**src/hdl/active_note_guard_table_macros.svh**
```systemverilog
// Assertion macros used by the active note guard table controller.
// Depends on nothing; the using module must provide clk and arst_n.
`ifndef ACTIVE_NOTE_GUARD_TABLE_MACROS_SVH
`define ACTIVE_NOTE_GUARD_TABLE_MACROS_SVH

// Consequent must hold in the same cycle as the antecedent.
`define ANGT_ASSERT_IMP(name, ante, cons, msg) \
	name: assert property (@(posedge clk) disable iff (!arst_n) (ante) |-> (cons)) \
		else $error(msg);

// Consequent must hold in the cycle after the antecedent.
`define ANGT_ASSERT_NEXT(name, ante, cons, msg) \
	name: assert property (@(posedge clk) disable iff (!arst_n) (ante) |=> (cons)) \
		else $error(msg);

`endif

```
**src/hdl/angt_pkg.sv**
```systemverilog
// Package for the active note guard table: function codes, defaults and
// the command and status bundles between controller and datapath. No dependencies.
`default_nettype none
package angt_pkg;

	localparam int DEF_TRACKS = 8;
	localparam int DEF_SLOTS = 8;
	localparam int MAX_RECORDS = 64;
	localparam int REC_CNT_W = 7;
	localparam int IN_DATA_W = 88;
	localparam int OUT_DATA_W = 80;

	typedef enum logic [2:0] {
		FN_NOTE_ON  = 3'd0,
		FN_NOTE_OFF = 3'd1,
		FN_QUERY    = 3'd2,
		FN_PANIC    = 3'd3,
		FN_CLEAR    = 3'd4
	} func_e_t;

	typedef struct packed {
		logic accept;
		logic init;
		logic read;
		logic eval;
		logic push;
		logic finish;
	} angt_cmd_t;

	typedef struct packed {
		logic need_scan;
		logic rec_hit;
		logic pend_valid;
		logic scan_end;
		logic out_free;
	} angt_sts_t;

endpackage
`default_nettype wire

```
**src/hdl/angt_ctrl.sv**
```systemverilog
// Controller state machine of the active note guard table.
// Depends on angt_pkg and active_note_guard_table_macros.svh.
`default_nettype none
`include "active_note_guard_table_macros.svh"
module angt_ctrl import angt_pkg::*; (
	input  wire logic      clk,
	input  wire logic      arst_n,
	input  wire logic      s_tvalid,
	output logic           s_tready,
	input  wire angt_sts_t sts,
	output angt_cmd_t      cmd
);

	typedef enum logic [2:0] {
		ST_IDLE,
		ST_DECIDE,
		ST_READ,
		ST_EVAL,
		ST_PUSH,
		ST_FINISH
	} state_t;

	state_t state_q;
	logic   rdy_q;

	assign s_tready = rdy_q;

	always_comb begin
		cmd        = '0;
		cmd.accept = s_tvalid && rdy_q;
		cmd.init   = (state_q == ST_DECIDE) && sts.need_scan;
		cmd.read   = (state_q == ST_READ);
		cmd.eval   = (state_q == ST_EVAL);
		cmd.push   = (state_q == ST_PUSH) && sts.out_free;
		cmd.finish = (state_q == ST_FINISH) && sts.out_free;
	end

	always_ff @(posedge clk or negedge arst_n) begin
		if (!arst_n) begin
			state_q <= ST_IDLE;
			rdy_q   <= 1'b1;
		end else begin
			unique case (state_q)
				ST_IDLE: begin
					if (s_tvalid && rdy_q) begin
						state_q <= ST_DECIDE;
						rdy_q   <= 1'b0;
					end
				end
				ST_DECIDE: begin
					state_q <= sts.need_scan ? ST_READ : ST_FINISH;
				end
				ST_READ: begin
					state_q <= ST_EVAL;
				end
				ST_EVAL: begin
					priority if (sts.rec_hit && sts.pend_valid) begin
						state_q <= ST_PUSH;
					end else if (sts.scan_end) begin
						state_q <= ST_FINISH;
					end else begin
						state_q <= ST_READ;
					end
				end
				ST_PUSH: begin
					if (sts.out_free) begin
						state_q <= sts.scan_end ? ST_FINISH : ST_READ;
					end
				end
				ST_FINISH: begin
					if (sts.out_free) begin
						state_q <= ST_IDLE;
						rdy_q   <= 1'b1;
					end
				end
				default: begin
					state_q <= ST_IDLE;
					rdy_q   <= 1'b1;
				end
			endcase
		end
	end

	`ANGT_ASSERT_IMP(a_push_has_pending, state_q == ST_PUSH, sts.pend_valid, "push without pending record")
	`ANGT_ASSERT_NEXT(a_finish_returns, (state_q == ST_FINISH) && sts.out_free, (state_q == ST_IDLE) && s_tready, "finish did not return to idle")
	`ANGT_ASSERT_NEXT(a_accept_blocks, s_tvalid && s_tready, (state_q == ST_DECIDE) && !s_tready, "accept did not close the input")

endmodule
`default_nettype wire

```
**src/hdl/angt_dp.sv**
```systemverilog
// Datapath of the active note guard table: slot memory, active bits,
// scan counters, counters and output register. Depends on angt_pkg.
`default_nettype none
module angt_dp import angt_pkg::*; #(
	parameter int TRACKS = DEF_TRACKS,
	parameter int SLOTS_PER_TRACK = DEF_SLOTS
) (
	input  wire logic                  clk,
	input  wire logic                  arst_n,
	input  wire logic [IN_DATA_W-1:0]  s_tdata,
	input  wire logic [2:0]            s_tuser,
	input  wire angt_cmd_t             cmd,
	output angt_sts_t                  sts,
	output logic                       m_tvalid,
	input  wire logic                  m_tready,
	output logic [OUT_DATA_W-1:0]      m_tdata,
	output logic                       m_tuser,
	output logic                       m_tlast
);

	localparam int Total = TRACKS * SLOTS_PER_TRACK;
	localparam int AW = (Total > 1) ? $clog2(Total) : 1;
	localparam int TW = (TRACKS > 1) ? $clog2(TRACKS) : 1;
	localparam int SW = (SLOTS_PER_TRACK > 1) ? $clog2(SLOTS_PER_TRACK) : 1;
	localparam logic [AW-1:0] LastAll = AW'(Total - 1);
	localparam logic [AW-1:0] LastTrk = AW'(SLOTS_PER_TRACK - 1);
	localparam logic [SW-1:0] LastSub = SW'(SLOTS_PER_TRACK - 1);
	localparam logic [REC_CNT_W-1:0] MaxRec = REC_CNT_W'(MAX_RECORDS);

	typedef struct packed {
		logic [6:0]  note;
		logic [1:0]  dest;
		logic [31:0] occ;
		logic [31:0] gen;
	} slot_rec_t;

	slot_rec_t mem [Total];
	slot_rec_t rd_q;

	func_e_t     func_q;
	logic [7:0]  track_q;
	logic [7:0]  note_q;
	logic [31:0] occ_q;
	logic [31:0] gen_q;
	logic [1:0]  dest_q;
	logic        stopw_q;

	logic [Total-1:0]     act_q;
	logic [AW-1:0]        addr_q;
	logic [AW-1:0]        cnt_q;
	logic [SW-1:0]        sub_q;
	logic [TW-1:0]        trk_q;
	logic                 hit_q;
	logic [AW-1:0]        hit_addr_q;
	logic                 free_q;
	logic [AW-1:0]        free_addr_q;
	logic [REC_CNT_W-1:0] n_q;
	logic                 pend_valid_q;
	logic [2:0]           pend_trk_q;
	logic [6:0]           pend_note_q;
	logic [1:0]           pend_dest_q;
	logic [31:0]          orph_q;
	logic [31:0]          dupc_q;

	logic                 args_ok;
	logic                 id_ok;
	logic                 need_scan;
	logic [AW-1:0]        base;
	logic                 cur_act;
	logic                 id_m;
	logic                 note_m;
	logic                 rec_hit;
	logic                 take;
	logic                 advance;
	logic                 wr_en;
	logic                 off_clr;
	logic                 out_free;
	logic                 m_valid_q;
	logic                 o_ok;
	logic                 o_has;
	logic [2:0]           o_trk;
	logic [6:0]           o_note;
	logic [1:0]           o_dest;
	logic                 o_stop;
	logic                 o_last;
	logic [31:0]          orph_nx;
	logic [31:0]          dupc_nx;
	logic [OUT_DATA_W-1:0] out_data_q;
	logic                 out_user_q;
	logic                 out_last_q;

	assign args_ok = (track_q < 8'(TRACKS)) && !note_q[7];
	assign id_ok   = (occ_q != 32'd0) && (gen_q != 32'd0);
	assign base    = AW'(int'(track_q[TW-1:0]) * SLOTS_PER_TRACK);
	assign cur_act = act_q[addr_q];
	assign id_m    = (rd_q.occ == occ_q) && (rd_q.gen == gen_q);
	assign note_m  = (rd_q.note == note_q[6:0]);
	assign rec_hit = (func_q == FN_PANIC) && cur_act && (n_q < MaxRec);
	assign take    = (cmd.eval && rec_hit && !pend_valid_q) || cmd.push;
	assign advance = (cmd.eval && !(rec_hit && pend_valid_q)) || cmd.push;
	assign wr_en   = cmd.finish && (func_q == FN_NOTE_ON) && need_scan && !hit_q && free_q;
	assign off_clr = cmd.finish && (func_q == FN_NOTE_OFF) && need_scan && hit_q;
	assign out_free = !m_valid_q || m_tready;

	always_comb begin
		unique case (func_q)
			FN_NOTE_ON, FN_NOTE_OFF: need_scan = args_ok && id_ok;
			FN_QUERY:                need_scan = args_ok;
			FN_PANIC:                need_scan = 1'b1;
			default:                 need_scan = 1'b0;
		endcase
	end

	always_comb begin
		sts            = '0;
		sts.need_scan  = need_scan;
		sts.rec_hit    = rec_hit;
		sts.pend_valid = pend_valid_q;
		sts.scan_end   = (cnt_q == ((func_q == FN_PANIC) ? LastAll : LastTrk));
		sts.out_free   = out_free;
	end

	always_ff @(posedge clk) begin
		if (cmd.accept) begin
			func_q  <= func_e_t'(s_tuser);
			track_q <= s_tdata[7:0];
			note_q  <= s_tdata[15:8];
			occ_q   <= s_tdata[47:16];
			gen_q   <= s_tdata[79:48];
			dest_q  <= s_tdata[81:80];
			stopw_q <= s_tdata[82];
		end
	end

	always_ff @(posedge clk) begin
		if (wr_en) begin
			mem[free_addr_q] <= '{note: note_q[6:0], dest: dest_q, occ: occ_q, gen: gen_q};
		end
		if (cmd.read) begin
			rd_q <= mem[addr_q];
		end
	end

	always_ff @(posedge clk or negedge arst_n) begin
		if (!arst_n) begin
			act_q <= '0;
		end else if (cmd.finish && (func_q == FN_CLEAR)) begin
			act_q <= '0;
		end else begin
			if (take) begin
				act_q[addr_q] <= 1'b0;
			end
			if (wr_en) begin
				act_q[free_addr_q] <= 1'b1;
			end
			if (off_clr) begin
				act_q[hit_addr_q] <= 1'b0;
			end
		end
	end

	always_ff @(posedge clk or negedge arst_n) begin
		if (!arst_n) begin
			addr_q       <= '0;
			cnt_q        <= '0;
			sub_q        <= '0;
			trk_q        <= '0;
			hit_q        <= 1'b0;
			hit_addr_q   <= '0;
			free_q       <= 1'b0;
			free_addr_q  <= '0;
			n_q          <= '0;
			pend_valid_q <= 1'b0;
		end else if (cmd.init) begin
			addr_q       <= (func_q == FN_PANIC) ? '0 : base;
			cnt_q        <= '0;
			sub_q        <= '0;
			trk_q        <= '0;
			hit_q        <= 1'b0;
			free_q       <= 1'b0;
			n_q          <= '0;
			pend_valid_q <= 1'b0;
		end else begin
			if (cmd.eval) begin
				unique case (func_q)
					FN_NOTE_ON: begin
						if (cur_act && id_m) begin
							hit_q <= 1'b1;
						end
						if (!cur_act && !free_q) begin
							free_q      <= 1'b1;
							free_addr_q <= addr_q;
						end
					end
					FN_NOTE_OFF: begin
						if (cur_act && note_m && id_m && !hit_q) begin
							hit_q      <= 1'b1;
							hit_addr_q <= addr_q;
						end
					end
					FN_QUERY: begin
						if (cur_act && note_m) begin
							hit_q <= 1'b1;
						end
					end
					default: begin
					end
				endcase
			end
			if (take) begin
				pend_valid_q <= 1'b1;
				n_q          <= n_q + REC_CNT_W'(1);
			end
			if (advance) begin
				addr_q <= addr_q + AW'(1);
				cnt_q  <= cnt_q + AW'(1);
				if (sub_q == LastSub) begin
					sub_q <= '0;
					trk_q <= trk_q + TW'(1);
				end else begin
					sub_q <= sub_q + SW'(1);
				end
			end
		end
	end

	always_ff @(posedge clk) begin
		if (take) begin
			pend_trk_q  <= 3'(trk_q);
			pend_note_q <= rd_q.note;
			pend_dest_q <= rd_q.dest;
		end
	end

	always_comb begin
		orph_nx = orph_q;
		dupc_nx = dupc_q;
		o_ok    = 1'b0;
		o_has   = 1'b0;
		o_trk   = '0;
		o_note  = '0;
		o_dest  = '0;
		o_stop  = 1'b0;
		o_last  = 1'b1;
		if (cmd.push) begin
			o_ok   = 1'b1;
			o_has  = 1'b1;
			o_trk  = pend_trk_q;
			o_note = pend_note_q;
			o_dest = pend_dest_q;
			o_last = 1'b0;
		end else begin
			unique case (func_q)
				FN_NOTE_ON: begin
					o_ok = need_scan && (hit_q || free_q);
					if (need_scan && hit_q) begin
						dupc_nx = dupc_q + 32'd1;
					end
				end
				FN_NOTE_OFF: begin
					o_ok = need_scan && hit_q;
					if (need_scan && !hit_q) begin
						orph_nx = orph_q + 32'd1;
					end
				end
				FN_QUERY: begin
					o_ok = need_scan && hit_q;
				end
				FN_PANIC: begin
					o_ok   = 1'b1;
					o_stop = stopw_q;
					if (pend_valid_q) begin
						o_has  = 1'b1;
						o_trk  = pend_trk_q;
						o_note = pend_note_q;
						o_dest = pend_dest_q;
					end
				end
				FN_CLEAR: begin
					o_ok    = 1'b1;
					orph_nx = '0;
					dupc_nx = '0;
				end
				default: begin
				end
			endcase
		end
	end

	always_ff @(posedge clk or negedge arst_n) begin
		if (!arst_n) begin
			orph_q <= '0;
			dupc_q <= '0;
		end else if (cmd.finish) begin
			orph_q <= orph_nx;
			dupc_q <= dupc_nx;
		end
	end

	always_ff @(posedge clk or negedge arst_n) begin
		if (!arst_n) begin
			m_valid_q <= 1'b0;
		end else if (cmd.push || cmd.finish) begin
			m_valid_q <= 1'b1;
		end else if (m_tready) begin
			m_valid_q <= 1'b0;
		end
	end

	always_ff @(posedge clk) begin
		if (cmd.push || cmd.finish) begin
			out_data_q <= {2'b00, dupc_nx, orph_nx, o_stop, o_dest, o_note, o_trk, o_ok};
			out_user_q <= o_has;
			out_last_q <= o_last;
		end
	end

	assign m_tvalid = m_valid_q;
	assign m_tdata  = out_data_q;
	assign m_tuser  = out_user_q;
	assign m_tlast  = out_last_q;

endmodule
`default_nettype wire

```
**src/hdl/active_note_guard_table.sv**
```systemverilog
// Top level of the active note guard table.
// Depends on angt_pkg, angt_ctrl and angt_dp.
// One request is taken at a time. A note-on, note-off or query reads the
// SLOTS_PER_TRACK slots of its track through the single-port slot memory,
// each slot in a read state and then an evaluate state; refused requests,
// clear and undefined codes go straight from the decide state to finish.
// A panic reads all TRACKS * SLOTS_PER_TRACK slots the same way, with a push
// state for each flushed record after the first; push and finish wait while
// the output register is full and m_tready is low.
// Results wait in an output register, so the next request is taken while
// the last result is still pending.
`default_nettype none
module active_note_guard_table import angt_pkg::*; #(
	parameter int TRACKS = DEF_TRACKS,
	parameter int SLOTS_PER_TRACK = DEF_SLOTS
) (
	input  wire logic                  clk,
	input  wire logic                  arst_n,
	input  wire logic                  s_tvalid,
	output logic                       s_tready,
	// track[7:0], note[15:8], occ_id[47:16], generation[79:48],
	// dest_mask[81:80], stop_wanted[82]
	input  wire logic [IN_DATA_W-1:0]  s_tdata,
	// func[2:0]
	input  wire logic [2:0]            s_tuser,
	output logic                       m_tvalid,
	input  wire logic                  m_tready,
	// ok[0], rec_track[3:1], rec_note[10:4], rec_dest[12:11], stop_request[13],
	// orphan_count[45:14], duplicate_count[77:46]
	output logic [OUT_DATA_W-1:0]      m_tdata,
	// has_record[0]
	output logic                       m_tuser,
	output logic                       m_tlast
);

	angt_cmd_t cmd;
	angt_sts_t sts;

	angt_ctrl u_ctrl (
		.clk      (clk),
		.arst_n   (arst_n),
		.s_tvalid (s_tvalid),
		.s_tready (s_tready),
		.sts      (sts),
		.cmd      (cmd)
	);

	angt_dp #(
		.TRACKS          (TRACKS),
		.SLOTS_PER_TRACK (SLOTS_PER_TRACK)
	) u_dp (
		.clk      (clk),
		.arst_n   (arst_n),
		.s_tdata  (s_tdata),
		.s_tuser  (s_tuser),
		.cmd      (cmd),
		.sts      (sts),
		.m_tvalid (m_tvalid),
		.m_tready (m_tready),
		.m_tdata  (m_tdata),
		.m_tuser  (m_tuser),
		.m_tlast  (m_tlast)
	);

endmodule
`default_nettype wire

```
**config.mk**
```make
export PLATFORM = sky130hd
export DESIGN_NAME = active_note_guard_table
export DESIGN_NICKNAME = d
export VERILOG_FILES = /design/src/hdl/angt_pkg.sv /design/src/hdl/angt_ctrl.sv /design/src/hdl/angt_dp.sv /design/src/hdl/active_note_guard_table.sv
export VERILOG_INCLUDE_DIRS = /design/src /design/src/hdl
export SDC_FILE = /design/constraint.sdc
export NUM_CORES = 2
export LEC_CHECK = 0
export BUFFER_PORTS_ARGS = -buffer_cell sky130_fd_sc_hd__buf_4
export CAP_MARGIN = 25
export CORE_ASPECT_RATIO = 0.9
export CORE_MARGIN = 5
export CORE_UTILIZATION = 31
export DETAILED_ROUTE_END_ITERATION = 10
export SYNTH_ARGS = -nofsm -noshare
export SYNTH_HDL_FRONTEND = slang
export SYNTH_HIERARCHICAL = 1
export SYNTH_MEMORY_MAX_BITS = 65536
export SYNTH_SLANG_ARGS = --single-unit
```
**constraint.sdc**
```tcl
create_clock -name clk -period 9.4 [get_ports clk]
set_input_delay 0 -clock clk [delete_from_list [all_inputs] [get_ports clk]]
set_output_delay 0 -clock clk [all_outputs]
set_load 0.02 [all_outputs]
```
Word-level counts from Yosys, hierarchy flattened
Memories as Yosys holds them, arrays and structs flattened. A register that Yosys moved wholly into a read port is not among the register bits.
Cells that the tools add are included.
{ "word_totals": {"register_bits": 351, "ramBits": 4672, "in_bits": 95, "out_inout_bits": 84, "elab_cells": 218, "memories": 1} }
{ "mem_list": {"columns": ["memory", "words", "width", "rd", "rd_clocked_by_memory_dff", "wr", "line_no", "text"], "rows": [
  ["u_dp.mem", 64, 73, 1, 1, 1, "angt_dp.sv:37", "slot_rec_t mem [Total];"]
]} }
{ "classes": {"addsub": 7, "order_cmp": 8, "n_eq_ne": 20, "n_mux": 74, "n_bitwise": 8, "n_reduce_logical": 69} }
{ "op_table": {"columns": ["cell", "n"], "rows": [
  ["$mux W64", 6],
  ["$and A64 B64 Y64", 2],
  ["$mux W32", 4],
  ["$not A64 Y64", 2],
  ["$pmux W32 S2", 2],
  ["$add A32 B1 Y32 const B", 2],
  ["$eq A32 B32 Y1", 2],
  ["$or A64 B64 Y64", 1],
  ["$reduce_bool A32 Y1", 2],
  ["$mux W3", 15],
  ["$mux W6", 6],
  ["$mux W7", 5],
  ["$logic_and A1 B1 Y1", 33],
  ["$mux W1", 24],
  ["$lt A6 B7 Y1 const B", 3],
  ["$demux W1 S6", 3],
  ["$ge A6 B1 Y1 const B", 3],
  ["$pmux W3 S6", 1],
  ["$reduce_bool A2 Y1", 7],
  ["$add A6 B1 Y6 const B", 2],
  ["$eq A3 B2 Y1 const B", 4],
  ["$eq A3 B3 Y1 const B", 4],
  ["$pmux W1 S3", 4],
  ["$reduce_and A3 Y1", 3],
  ["other kinds (23)", 46]
]} }

Logic depth before layout (Yosys ltp)
{ "depth": {"depth_word": 15, "depth_mapped": 15, "depth_no_buf": 12} }

Modules after synthesis
Netlist, hierarchy kept.
{ "by_module_without_submodules": {"columns": ["module", "instances", "cells_each", "area_per_inst_um2", "seq_area_each_um2"], "rows": [
  ["angt_dp", 1, 10276, 186480.1, 152060.8],
  ["angt_ctrl", 1, 42, 367.9, 101.3]
]} }

Worst setup path before layout
No wires, ideal clock.
{ "synth_timing": {"path_type": "register -> register", "startpoint": "register u_dp.gen_q[24]", "endpoint": "register u_dp.act_q[59]", "setup_time_ns": 0.092, "t_arrival_ns": 6.152, "t_required_ns": 9.308, "path_slack_ns": 3.155, "path_stages_with_launch": 11, "path_buffers": 1, "period_less_slack_ns": 6.245, "path_cell_list": "edfxtp_1 > nor4_1 > nand4_1 > o22a_1 > o21ai_1 > inv_1 > buf_2 > nand4_1 > nor2_1 > o221ai_1 > a21oi_1"} }
{ "synth_via": {"elab_chain_cells": 12, "word_cells_on_any_way": 14, "cone_classes": "5 x mux; 1 x bitwise; 8 x reduce/logical"} }
{ "synth_rtl": {"columns": ["item", "line_no", "text"], "rows": [
  ["start, declared", "angt_dp.sv:44", "logic [31:0] gen_q;"],
  ["start signal, assigned", "angt_dp.sv:129", "gen_q <= s_tdata[79:48];"],
  ["$reduce_bool A32 Y1 *", "angt_dp.sv:93", "assign id_ok = (occ_q != 32'd0) && (gen_q != 32'd0);"],
  ["$logic_and A1 B1 Y1 *", "angt_dp.sv:93", null],
  ["$logic_and A1 B1 Y1 *", "angt_dp.sv:107", "FN_NOTE_ON, FN_NOTE_OFF: need_scan = args_ok && id_ok;"],
  ["$pmux W1 S3 *", "angt_dp.sv:106", "unique case (func_q)"],
  ["net u_dp.need_scan", "angt_dp.sv:67", "logic need_scan;"],
  ["$logic_and A1 B1 Y1 (3 in a row)", "angt_dp.sv:101", "assign wr_en = cmd.finish && (func_q == FN_NOTE_ON) && need_scan && !hit_q && free_q;"],
  ["$mux W64", "angt_dp.sv:153", "if (wr_en) begin"],
  ["$mux W64", "angt_dp.sv:147", "end else if (cmd.finish && (func_q == FN_CLEAR)) begin"],
  ["$and A64 B64 Y64 (no line)", null, null],
  ["$mux W64 *", "angt_dp.sv:156", "if (off_clr) begin"],
  ["$mux W64 *", "angt_dp.sv:147", null],
  ["end signal, assigned", "angt_dp.sv:146", "act_q <= '0;"],
  ["end signal, assigned", "angt_dp.sv:148", "act_q <= '0;"],
  ["end signal, assigned by index", "angt_dp.sv:157", "act_q[hit_addr_q] <= 1'b0;"],
  ["end, declared", "angt_dp.sv:48", "logic [Total-1:0] act_q;"]
]} }
The timed path passes the listed nets; every way through them passes the cells marked *. The select of a mux whose other input is x is not followed.
A chain may end at the register's enable or synchronous reset.

==> reports/qor.csv <==
metric;value;unit
start_kind;flop;
routabilityCongestion;0.8549;
die_x;828.4;µm
grt_pass1_wl;844.5;mm
cts_tree;yes;
syn_area;186800;µm²
hp-class;in -> async;
synth.distinct_cells;92;
worstSkewPairLatency;1.09;ns
power.internal;39.61;mW
ant_nets;0;
area_growth;15.67;%
core-area;600700;µm²
peakVddDrop;0.2804;mV
finClkSkew;0.1624;ns
async_flop_share;0.03395;
drive_gt1_frac;0.1198;
portBuffers;171;
drc_errors;0;
grt_pass1_vias;102904;
power_frac_comb;0.225;
yosysTopAreaCell;edfxtp_1;
r2r_slack;3.68;ns
synth_common_cells;edfxtp_1, a22oi_1, clkbuf_1, a22o_1, a221oi_1;
tightest_slew;1.163;ns
cp.arrival;6.42;ns
ys.flop_type;edfxtp_1;
ys_seq_area_frac;0.8144;
ys_ff_latch;5096;
synth_area_leaders;edfxtp_1, a22oi_1, dfrtp_1;
gr-total-overflow;0;
crit_fanout;66;
antenna_found_initial;35;
pwr-share-seq;0.451;
n_fill_cell;55617;
root_buffer;clkbuf_16;
ff_latch_area;152200;µm²
max_slew_margin;0.2248;
rows;270;
synth_top_family_by_area;compound AO/OA/AOI/OAI gates;
worstSetupStartpoint;u_dp/gen_q[18];
yosys_warnings;6;
track_usage;0.1890;
report.final.slew_viol_count;0;
grt_max_degree;108;
synth_enable_flop_cells;4923;
vias_per_cell;5.772;
start_util;0.3111;
period_minus_slack;5.719;ns
setup_viol;0;
fin_tns_setup;0;ns
ios;179;
p_sw;18.22;mW
yosys.area_share.simple;0.02855;
fin_crit_sh;0.6084;
cts_setup_buffers;0;
hold_viol_final;0;
dp_hpwl;323.6;mm
clock_sinks;5096;
synth.most_common_cell;edfxtp_1;
rsz0062_at_grt;no;
htree_levels;5;
cts_buffer_depth;4;
synthAdderAreaFrac;0.0005357;
dieArea;618400;µm²
wl;613.2;mm
pre_cts_ws;3.918;ns
synth_compound_area_frac;0.1334;
reg2reg_depth;13;
power_switching_share;0.3151;
worst-setup-path-type;reg -> reg;
cts_inserted_buffers;467;
wl_per_cell;31.88;µm
vias;111023;
powerDensity;267.6;nW/µm²
p_clk_frac;0.324;
p_leak;65.45;nW
drt-initial-drc-count;18127;
synth.avg_cell_area;18.11;µm²
status;completed;
timing.rr.end;u_dp/mem[12][18];
cap_viol_max_count;0;
drt_pre_antenna_iters;6;
r2r-start;u_dp/gen_q[18];
required;10.10;ns
die_h;746.5;µm
synthCells;10318;
setup_slack;3.681;ns
max_freq;174.9;MHz
setup.worst_path.end_class;flop;
multiInputGateArea;32310;µm²
yosys.area_share.xor_xnor;0.004922;
synth.mux.area_fraction;0.002605;
fin_nets;10910;
path_clk_slew;0.06;ns
hold_ws;0.1339;ns
yosysTopAreaCellShare;0.7912;
==> final cells by class <==
type	instances	share of cell area
multi-input cells	4491	0.1495
flip-flops and latches	5096	0.7041
repair buffers	713	0.02982
diodes	17	0.0001968
clock inverters	278	0.01250
clock buffers	577	0.05637
well taps	8024	0.04645
inverters	38	0.001077
==> per-stage QoR <==
stage	instance area [µm²]	instances	power, mW	utilization
after floorplan	186900	10319	33.65	-
after global placement	199200	18170	39.22	0.3317
after detailed placement	199300	18177	39.25	0.3318
after CTS	216000	19211	57.80	0.3596
after global routing	216100	19220	59.53	0.3598
final	216100	19234	57.84	0.3598
==> cell usage in the layout (no fill, tap or decap), types with 178 or more instances in the layout <==
| master | n |
|---|---|
| a22o_1 | 442 |
| a31oi_1 | 374 |
| buf_4 | 478 |
| a22oi_1 | 1467 |
| edfxtp_1 | 4923 |
| a21oi_1 | 277 |
| clkbuf_16 | 469 |
| dlygate4sd3_1 | 178 |
| a221oi_1 | 436 |
| nand4_1 | 212 |
==> how the worst max path moves through the flow <==
stage | endpoint | slack [ns] | cells past startpoint
after floorplan | u_dp/act_q[59] | 3.16 | 10
after detailed placement | u_dp/mem[12][25] | 3.92 | 13
after CTS | u_dp/mem[60][35] | 4.00 | 12
final | u_dp/mem[12][18] | 3.68 | 13
after global placement | u_dp/mem[7][14] | 3.71 | 11
after global routing | u_dp/mem[60][11] | 3.57 | 12
==> registers in the layout (all words and copies together), names as in the netlist, 7 cells and up <==
register	flops
u_dp/rd_q	73
u_dp/mem	4672
u_dp/pend_note_q	7
u_dp/n_q	7
u_dp/track_q	8
u_dp/orph_q	32
u_dp/occ_q	32
u_dp/note_q	8
u_dp/dupc_q	32
u_dp/gen_q	32
u_dp/act_q	64
u_dp/m_tdata	78
==> worst max-delay path, cell delays in order, from the launching register on <==
cell and delay, ns:
edfxtp_1 0.33, buf_4 0.58, nor4_1 0.29, nand4_1 0.25, o22a_1 0.81, o21ai_1 0.17
inv_1 0.11, nand2_1 0.15, nor3_2 0.21, buf_4 0.27, nand2_1 0.54, nor2_4 0.25
buf_4 0.51, buf_4 0.74
==> per-layer routing <==
metal	wire length, µm	up-vias	track usage
li1	-	44685	-
met1	251800	57872	0.2777
met2	265500	7405	0.2773
met3	76660	1045	0.04630
met4	19150	16	0.05432
met5	108	-	0
==> power by group through the flow <==
stage	clock network, mW	logic (mW)	registers, mW
6_report	18.8	13.0	26.1
5_1_grt	19.9	13.5	26.1
4_1_cts	18.9	12.8	26.1
3_5_place_dp	0	12.7	26.5
3_3_place_gp	0	12.7	26.5
2_1_floorplan	0	6.91	26.7
==> logic make-up (layout without fill, tap and decap cells) <==
family | count (synthesis) | after routing
multiplexers | 42 | 42
AND/OR/NAND/NOR | 988 | 988
XOR/XNOR | 105 | 105
other | 1 | 19
buffers and inverters | 732 | 1606
flip-flops | 5096 | 5096
AO/OA/AOI/OAI | 3346 | 3346
adder cells (fa/ha/maj) | 8 | 8
==> what timing repair did <==
action                    4_1_cts  5_1_grt
resized for setup               0        0
hold buffers                  179        0
hold endpoints to repair      279        0
Note: power is estimated with default switching activity, not from simulation.
